[src/sv/mbps_pkg.sv]
`timescale 1ns / 1ps
// ----------------------------------------------------------------------------
// mbps_pkg
// shared types, register indexes and compare helpers for the pattern search
// ----------------------------------------------------------------------------
package mbps_pkg;

    localparam int MAX_PATTERN_DEF = 16;
    localparam int PAT_BYTES       = 16;            // bytes held by the pattern registers
    localparam int TAP_W           = 7;             // holds taps and lengths up to 127
    localparam int CFG_IDX_W       = 3;
    localparam logic [7:0] BYTE_MASK = 8'hFF;

    localparam logic [CFG_IDX_W-1:0] REG_START_OFFSET   = 3'd0;
    localparam logic [CFG_IDX_W-1:0] REG_PATTERN_LOW    = 3'd1;
    localparam logic [CFG_IDX_W-1:0] REG_PATTERN_HIGH   = 3'd2;
    localparam logic [CFG_IDX_W-1:0] REG_CARE_MASK      = 3'd3;
    localparam logic [CFG_IDX_W-1:0] REG_PATTERN_LENGTH = 3'd4;
    localparam logic [CFG_IDX_W-1:0] REG_RESULT_LIMIT   = 3'd5;

    // window control handed to every cell
    typedef struct packed {
        logic             shift;
        logic             clear;
        logic [TAP_W-1:0] len_m1;
    } mbps_ctrl_t;

    // pattern bytes and care bits
    typedef struct packed {
        logic [8*PAT_BYTES-1:0] pattern;
        logic [PAT_BYTES-1:0]   care;
    } mbps_pat_t;

    // effective pattern length minus one: zero counts as one, saturate at max
    function automatic logic [TAP_W-1:0] eff_len_m1(input logic [4:0] len, input int max_len);
        logic [TAP_W-1:0] r;
        if (len == 5'd0) begin
            r = '0;
        end else if ({2'b00, len} > TAP_W'(max_len)) begin
            r = TAP_W'(max_len - 1);
        end else begin
            r = {2'b00, len} - TAP_W'(1);
        end
        return r;
    endfunction

    // mismatch of the byte that arrived tap steps ago against its pattern byte
    function automatic logic cmp_miss(input logic [7:0] data_byte, input logic [TAP_W-1:0] tap,
                                      input logic [TAP_W-1:0] len_m1, input mbps_pat_t pat);
        logic [TAP_W-1:0] j;
        logic [3:0]       sel;
        logic             miss;
        j    = len_m1 - tap;
        sel  = j[3:0];
        miss = 1'b0;
        if (tap <= len_m1 && j < TAP_W'(PAT_BYTES)) begin
            miss = pat.care[sel] && ((data_byte & BYTE_MASK) != pat.pattern[sel*8 +: 8]);
        end
        return miss;
    endfunction

endpackage

[src/sv/mbps_cell.sv]
`timescale 1ns / 1ps
// ----------------------------------------------------------------------------
// mbps_cell
// one window byte: shifts from its neighbor and compares against its pattern byte
// ----------------------------------------------------------------------------
module mbps_cell #(
    parameter int TAP = 1
) (
    input  logic                aclk,
    input  logic                aresetn,
    input  mbps_pkg::mbps_ctrl_t ctrl,
    input  mbps_pkg::mbps_pat_t  pat,
    input  logic [7:0]          byte_in,
    output logic [7:0]          byte_out,
    output logic                miss
);
    import mbps_pkg::*;

    logic [7:0] byte_reg;
    logic [7:0] byte_next;

    always_comb begin
        byte_next = byte_reg;
        if (ctrl.shift) begin
            byte_next = ctrl.clear ? 8'h00 : byte_in;
        end
    end

    always_ff @(posedge aclk) begin
        if (!aresetn) begin
            byte_reg <= 8'h00;
        end else begin
            byte_reg <= byte_next;
        end
    end

    assign byte_out = byte_reg;
    assign miss     = cmp_miss(byte_reg, TAP_W'(TAP), ctrl.len_m1, pat);

endmodule

[src/sv/masked_byte_pattern_search_top.sv]
`timescale 1ns / 1ps
// ----------------------------------------------------------------------------
// masked_byte_pattern_search_top
// wildcard byte pattern search over a stream of disk bytes
// ----------------------------------------------------------------------------
// Takes one byte per clock on the s_ side while s_tready is high, and registers
// each match (overlaps included) into the output buffer. The window is
// a row of MAX_PATTERN-1 byte cells; each cell compares its byte against the
// pattern byte that lines up with it, so a whole pattern is checked in the cycle
// the last byte arrives. Results pass through a two-word output buffer (output
// register plus skid), so s_tready drops only when two results wait unread.
// Up to 16 pattern bytes come from the pattern registers; clear care bits are
// wildcards. s_tlast marks the last byte of a range: that byte may still match,
// then window, position and hit count return to zero. Reporting stops after
// result_limit matches per range; m_tlast flags the match that hits the limit.
// ----------------------------------------------------------------------------
module masked_byte_pattern_search_top #(
    parameter int MAX_PATTERN = mbps_pkg::MAX_PATTERN_DEF
) (
    input  logic                           aclk,
    input  logic                           aresetn,
    // configuration write channel
    input  logic                           cfg_valid,
    output logic                           cfg_ready,
    input  logic [mbps_pkg::CFG_IDX_W-1:0] cfg_index,
    input  logic [63:0]                    cfg_data,
    // byte stream in
    input  logic                           s_tvalid,
    output logic                           s_tready,
    input  logic [7:0]                     s_tdata,   // [7:0] data_byte
    input  logic                           s_tlast,   // range_end
    // match stream out
    output logic                           m_tvalid,
    input  logic                           m_tready,
    output logic [79:0]                    m_tdata,   // [63:0] match_offset, [79:64] hit_number
    output logic                           m_tlast    // limit_reached
);
    import mbps_pkg::*;

    localparam int SEEN_W = (MAX_PATTERN > 1) ? $clog2(MAX_PATTERN) : 1;
    localparam logic [SEEN_W-1:0] SEEN_MAX = SEEN_W'(MAX_PATTERN - 1);

    // configuration registers
    logic [63:0] start_reg;
    logic [63:0] pat_low_reg;
    logic [63:0] pat_high_reg;
    logic [15:0] care_reg;
    logic [4:0]  len_reg;
    logic [15:0] limit_reg;
    logic [63:0] base_reg;        // start offset minus (length - 1)

    // range state
    logic [SEEN_W-1:0] seen_reg;
    logic [63:0]       pos_reg;
    logic [15:0]       hits_reg;

    // output buffer
    logic        out_valid_reg;
    logic [63:0] out_offset_reg;
    logic [15:0] out_num_reg;
    logic        out_last_reg;
    logic        skid_valid_reg;
    logic [63:0] skid_offset_reg;
    logic [15:0] skid_num_reg;
    logic        skid_last_reg;

    logic             cfg_we;
    logic             accept;
    logic             pop;
    logic             hit;
    logic [TAP_W-1:0] len_m1;
    logic [15:0]      limit_eff;
    logic [63:0]      hit_offset;
    logic             hit_last;
    mbps_ctrl_t       ctrl;
    mbps_pat_t        pat;
    logic [7:0]       win [MAX_PATTERN];
    logic [MAX_PATTERN-1:0] miss;

    assign cfg_ready = 1'b1;
    assign cfg_we    = cfg_valid && cfg_ready;
    assign s_tready  = !skid_valid_reg;
    assign accept    = s_tvalid && s_tready;
    assign pop       = out_valid_reg && m_tready;

    assign len_m1    = eff_len_m1(len_reg, MAX_PATTERN);
    assign limit_eff = (limit_reg == 16'd0) ? 16'd1 : limit_reg;

    assign ctrl.shift  = accept;
    assign ctrl.clear  = s_tlast;
    assign ctrl.len_m1 = len_m1;
    assign pat.pattern = {pat_high_reg, pat_low_reg};
    assign pat.care    = care_reg;

    // newest byte sits at tap zero, straight from the input
    assign win[0]  = s_tdata;
    assign miss[0] = cmp_miss(s_tdata, TAP_W'(0), len_m1, pat);

    // row of window cells, cell k holds the byte received k steps ago
    for (genvar k = 1; k < MAX_PATTERN; k++) begin : g_cell
        mbps_cell #(
            .TAP (k)
        ) u_cell (
            .aclk     (aclk),
            .aresetn  (aresetn),
            .ctrl     (ctrl),
            .pat      (pat),
            .byte_in  (win[k-1]),
            .byte_out (win[k]),
            .miss     (miss[k])
        );
    end

    // full pattern in view, limit not used up, no cared byte differs
    assign hit = accept && ({{(TAP_W - SEEN_W){1'b0}}, seen_reg} >= len_m1)
               && (hits_reg < limit_eff) && !(|miss);
    assign hit_offset = base_reg + pos_reg;
    assign hit_last   = (hits_reg + 16'd1) == limit_eff;

    // configuration and range state
    always_ff @(posedge aclk) begin
        if (!aresetn) begin
            start_reg    <= '0;
            pat_low_reg  <= '0;
            pat_high_reg <= '0;
            care_reg     <= 16'hFFFF;
            len_reg      <= 5'd1;
            limit_reg    <= 16'd1;
            base_reg     <= '0;
            seen_reg     <= '0;
            pos_reg      <= '0;
            hits_reg     <= '0;
        end else begin
            if (cfg_we) begin
                case (cfg_index)
                    REG_START_OFFSET: begin
                        start_reg <= cfg_data;
                        base_reg  <= cfg_data - {{(64 - TAP_W){1'b0}}, len_m1};
                    end
                    REG_PATTERN_LOW:  pat_low_reg  <= cfg_data;
                    REG_PATTERN_HIGH: pat_high_reg <= cfg_data;
                    REG_CARE_MASK:    care_reg     <= cfg_data[15:0];
                    REG_PATTERN_LENGTH: begin
                        len_reg  <= cfg_data[4:0];
                        base_reg <= start_reg - {{(64 - TAP_W){1'b0}},
                                                 eff_len_m1(cfg_data[4:0], MAX_PATTERN)};
                    end
                    REG_RESULT_LIMIT: limit_reg <= cfg_data[15:0];
                    default: ;
                endcase
            end
            if (accept) begin
                if (s_tlast) begin
                    seen_reg <= '0;
                    pos_reg  <= '0;
                    hits_reg <= '0;
                end else begin
                    if (seen_reg < SEEN_MAX) begin
                        seen_reg <= seen_reg + SEEN_W'(1);
                    end
                    pos_reg <= pos_reg + 64'd1;
                    if (hit) begin
                        hits_reg <= hits_reg + 16'd1;
                    end
                end
            end
        end
    end

    // two-word output buffer
    always_ff @(posedge aclk) begin
        if (!aresetn) begin
            out_valid_reg  <= 1'b0;
            skid_valid_reg <= 1'b0;
        end else begin
            if (skid_valid_reg) begin
                if (pop) begin
                    out_valid_reg  <= 1'b1;
                    skid_valid_reg <= 1'b0;
                end
            end else if (hit) begin
                if (!out_valid_reg || pop) begin
                    out_valid_reg <= 1'b1;
                end else begin
                    skid_valid_reg <= 1'b1;
                end
            end else if (pop) begin
                out_valid_reg <= 1'b0;
            end
        end
    end

    always_ff @(posedge aclk) begin
        if (skid_valid_reg) begin
            if (pop) begin
                out_offset_reg <= skid_offset_reg;
                out_num_reg    <= skid_num_reg;
                out_last_reg   <= skid_last_reg;
            end
        end else if (hit) begin
            if (!out_valid_reg || pop) begin
                out_offset_reg <= hit_offset;
                out_num_reg    <= hits_reg;
                out_last_reg   <= hit_last;
            end else begin
                skid_offset_reg <= hit_offset;
                skid_num_reg    <= hits_reg;
                skid_last_reg   <= hit_last;
            end
        end
    end

    assign m_tvalid = out_valid_reg;
    assign m_tdata  = {out_num_reg, out_offset_reg};
    assign m_tlast  = out_last_reg;

    // skid word only exists behind a held output word
    a_skid_behind_out: assert property (@(posedge aclk) disable iff (!aresetn)
        skid_valid_reg |-> out_valid_reg)
        else $error("skid word without output word");

    // output word is valid in the cycle after every match
    a_hit_to_out: assert property (@(posedge aclk) disable iff (!aresetn)
        hit |=> m_tvalid)
        else $error("match lost before output");

    // range end returns position, hit count and byte count to zero
    a_range_clear: assert property (@(posedge aclk) disable iff (!aresetn)
        (accept && s_tlast) |=> (pos_reg == 64'd0 && hits_reg == 16'd0 && seen_reg == '0))
        else $error("range state not cleared");

    // byte count saturates below the window depth
    a_seen_sat: assert property (@(posedge aclk) disable iff (!aresetn)
        seen_reg <= SEEN_MAX)
        else $error("byte count past saturation");

    // no words out of reset
    a_reset_empty: assert property (@(posedge aclk)
        !aresetn |=> (!m_tvalid && s_tready))
        else $error("output buffer not empty after reset");

endmodule
[config.mk]
export PLATFORM = sky130hd
export DESIGN_NAME = masked_byte_pattern_search_top
export DESIGN_NICKNAME = d
export VERILOG_FILES = /design/src/sv/mbps_pkg.sv /design/src/sv/mbps_cell.sv /design/src/sv/masked_byte_pattern_search_top.sv
export SDC_FILE = /design/constraint.sdc
export NUM_CORES = 2
export LEC_CHECK = 0
export BUFFER_PORTS_ARGS = -buffer_cell sky130_fd_sc_hd__clkbuf_2
export CAP_MARGIN = 20
export CORE_ASPECT_RATIO = 0.8
export CORE_MARGIN = 2
export CORE_UTILIZATION = 53
export DETAILED_ROUTE_END_ITERATION = 8
export PLACE_DENSITY_LB_ADDON = 0.05
export SETUP_SLACK_MARGIN = 0.15
export SYNTH_ARGS = -nofsm -noshare
export SYNTH_HDL_FRONTEND = slang
export SYNTH_SLANG_ARGS = --single-unit
[constraint.sdc]
create_clock -name aclk -period 15.4 [get_ports aclk]
set_input_delay 0.77 -clock aclk [delete_from_list [all_inputs] [get_ports aclk]]
set_output_delay 0.77 -clock aclk [all_outputs]
set_load 0.005 [all_outputs]
==> metrics.txt <==
Routed Wire Length 173,000 µm; setup bufs post-CTS 0; WS Path Type reg2reg; Synth area leaders dfxtp_1 (23%), edfxtp_1 (11%), nand2_1 (9.8%), a21oi_1 (6.4%), mux2i_1 (4.8%); sw power 1.23 mW; FP Rows 93; vias in the first global route 37,000; io pins 165; crit end category register; Commonest cells post-synth nand2_1 (1,130), a21oi_1 (556), dfxtp_1 (499); status complete, no violations; Netlist cell types 116; switching share of power 0.289; top-count cell post-synth nand2_1; reg-to-reg endpoint skid_offset_reg[60]$_DFFE_PP_; Die H 259 µm; die area 83,900 µm²; setup_tns 0 ns; Cell Pwr Density 90.8 nW/µm²; Crit. Startpoint len_reg[0]$_SDFFE_PN1P_; Worst EP arrival 9.92 ns; P_int 3.03 mW; TritonRoute pass-1 iters 6; Chip Width 323 µm; gpl congestion 1.04; Post-synth EDFFs 162; CTS Buf Count 69; DP HPWL 129,000 µm; Tmin final 9.66 ns; CP Data Required Time 15.66 ns; dpl ws 6.08 ns; Worst VDD drop 0.0895 mV; IO buf count 163; CTS sink count 661; sequential element share of the synthesized area 0.344; Remaining DRCs 0; Vias 41,900; layout cells sized above 1 0.106; Reg power frac 0.436; FF-to-FF setup slack 5.74 ns; Slew @ Worst Pin 1.24 ns; final hold violations 0; asr flop ratio synth 0; Largest register FFs 120; worst skew pair latency 0.65 ns; FF+latch count, synth 661; hold depth 3; synth-to-layout area growth 8.58%; final setup violation count 0; synthesized area 43,200 µm²; DR vias/cell 6.51; clk_skew 0.0283 ns; total grt overflow 0; leakage 18.0 nW; area share of the largest cell type after synthesis 0.231; H-Tree Depth 3; yosys warns 0; starting DRC count in detailed routing 6,114; Final WS setup 5.74 ns; Clk pwr share 0.409; initial antenna violation count 9; Post-Syn Instances 5,339; DR WL/cell 26.9 µm; hold buffers post-CTS 0; first-pass GRT wire length 251,000 µm; RR Startpoint len_reg[0]$_SDFFE_PN1P_; Core Region 80,600 µm²; Min-Delay Path Class in2reg; Reg clk slew, reported paths 0.07 ns; cts repair resizes 0; Final Max Tran Viols 0; Yosys top cell by area dfxtp_1; CP Max Fanout 56; initial core utilization 0.536; unrepaired setup endpoints after global routing false; fmax 104 MHz; crit path to skid_offset_reg[60]$_DFFE_PP_; combinational cell fraction of total power 0.155; root buffer cell clkbuf_16; GRT Total Usage 0.401; max_cap viols 0; antenna-violating nets left 0; Layout Nets 5,471; Synth Flop Type dfxtp_1; pin count of the biggest net entering global routing 96; crit start category register; CTS tree done; synthesized area per cell 8.10 µm²; clock buffer depth 3; relative slew slack 0.176; Tcrit/Tclk final 0.627; Worst R2R Path Depth 24
worst max-delay path: stages (launching register included):
cell and delay [ns]:
dfxtp_1 0.31, buf_4 0.35, clkinv_1 0.36, ha_1 0.62, buf_4 0.38, nor2b_1 0.24, nor3_4 0.60, buf_4 0.64
inv_1 0.10, ha_1 0.41, inv_1 0.34, nand4_1 0.26, nand2_1 0.61, a21oi_1 0.09, a32oi_1 0.29, mux2i_1 0.14
xnor2_1 0.16, nor4_1 0.63, a221oi_1 0.19, nor4_2 0.51, and4b_1 0.39, nand2_1 0.25, nor3b_2 0.23, buf_4 0.36
buf_4 0.64
how the worst min path moves through the flow:
| stage | startpoint | end |
|---|---|---|
| final | s_tdata[6] | g_cell[1].u_cell.byte_out[6]$_SDFFE_PN0P_ |
| after global routing | m_tready | skid_valid_reg$_SDFF_PN0_ |
| after CTS | m_tready | skid_valid_reg$_SDFF_PN0_ |
| after detailed placement | start_reg[0]$_SDFFE_PN0P_ | start_reg[0]$_SDFFE_PN0P_ |
| after global placement | start_reg[0]$_SDFFE_PN0P_ | start_reg[0]$_SDFFE_PN0P_ |
| after floorplan | base_reg[47]$_SDFFE_PN0P_ | base_reg[47]$_SDFFE_PN0P_ |
stage by stage:
step	utilization	area (µm²)	hold WS [ns]	power, mW	cells
floorplan	-	43200	0.432	2.31	5344
global placement	0.552	44500	0.443	2.53	6298
detailed placement	0.552	44500	0.450	2.53	6298
CTS	0.581	46900	0.355	4.26	6423
global route	0.582	46900	0.370	4.39	6428
finish	0.582	46900	0.378	4.26	6432
power groups by stage:
stage / Clock [mW] / Sequential (mW) / Combinational, mW
floorplan: 0 / 1.88 / 0.430
global placement: 0 / 1.90 / 0.631
detailed placement: 0 / 1.90 / 0.633
CTS: 1.76 / 1.86 / 0.637
global route: 1.82 / 1.86 / 0.700
finish: 1.74 / 1.86 / 0.660
per-layer routing:
metal	track usage	vias up	part of all wire
met2	0.549	2298	0.39
met4	0.125	10	0.035
li1	-	19000	-
met1	0.595	20200	0.44
met5	0	-	0.00040
met3	0.121	351	0.13
cells by family (layout without fill, tap and decap cells):
family / count (synthesis) / count (layout) / synth area share
fa+ha+maj: 110 / 110 / 0.0321
mux: 299 / 299 / 0.0826
buf+inv: 488 / 479 / 0.0487
simple gates: 2067 / 2067 / 0.216
compound gates: 1346 / 1346 / 0.201
other cells: 1 / 11 / 0.0000868
flops: 661 / 661 / 0.344
xor+xnor: 367 / 367 / 0.0756
placed cells by master, fill, tap and decap left out, drive strengths merged, types with 65 or more instances in the layout:
cell type / instances
edfxtp: 162
nor4: 65
ha: 107
o21ai: 172
xor2: 188
mux2i: 208
a211oi: 69
clkbuf: 263
nor3: 111
nor2: 283
dfxtp: 499
nand3: 131
inv: 99
a21oi: 559
a21o: 69
xnor2: 179
nand2: 1132
buf: 94
cell type report:
cell class	count	area [µm²]
Fill cell	7409	33700
Multi-Input combinational cell	4195	26400
Sequential cell	661	14900
Clock buffer	99	2070
Timing Repair Buffer	258	1540
Tap cell	1092	1370
Inverter	96	368
Clock inverter	26	293
Antenna cell	5	12.5
Note: power is estimated with default switching activity, not from simulation.
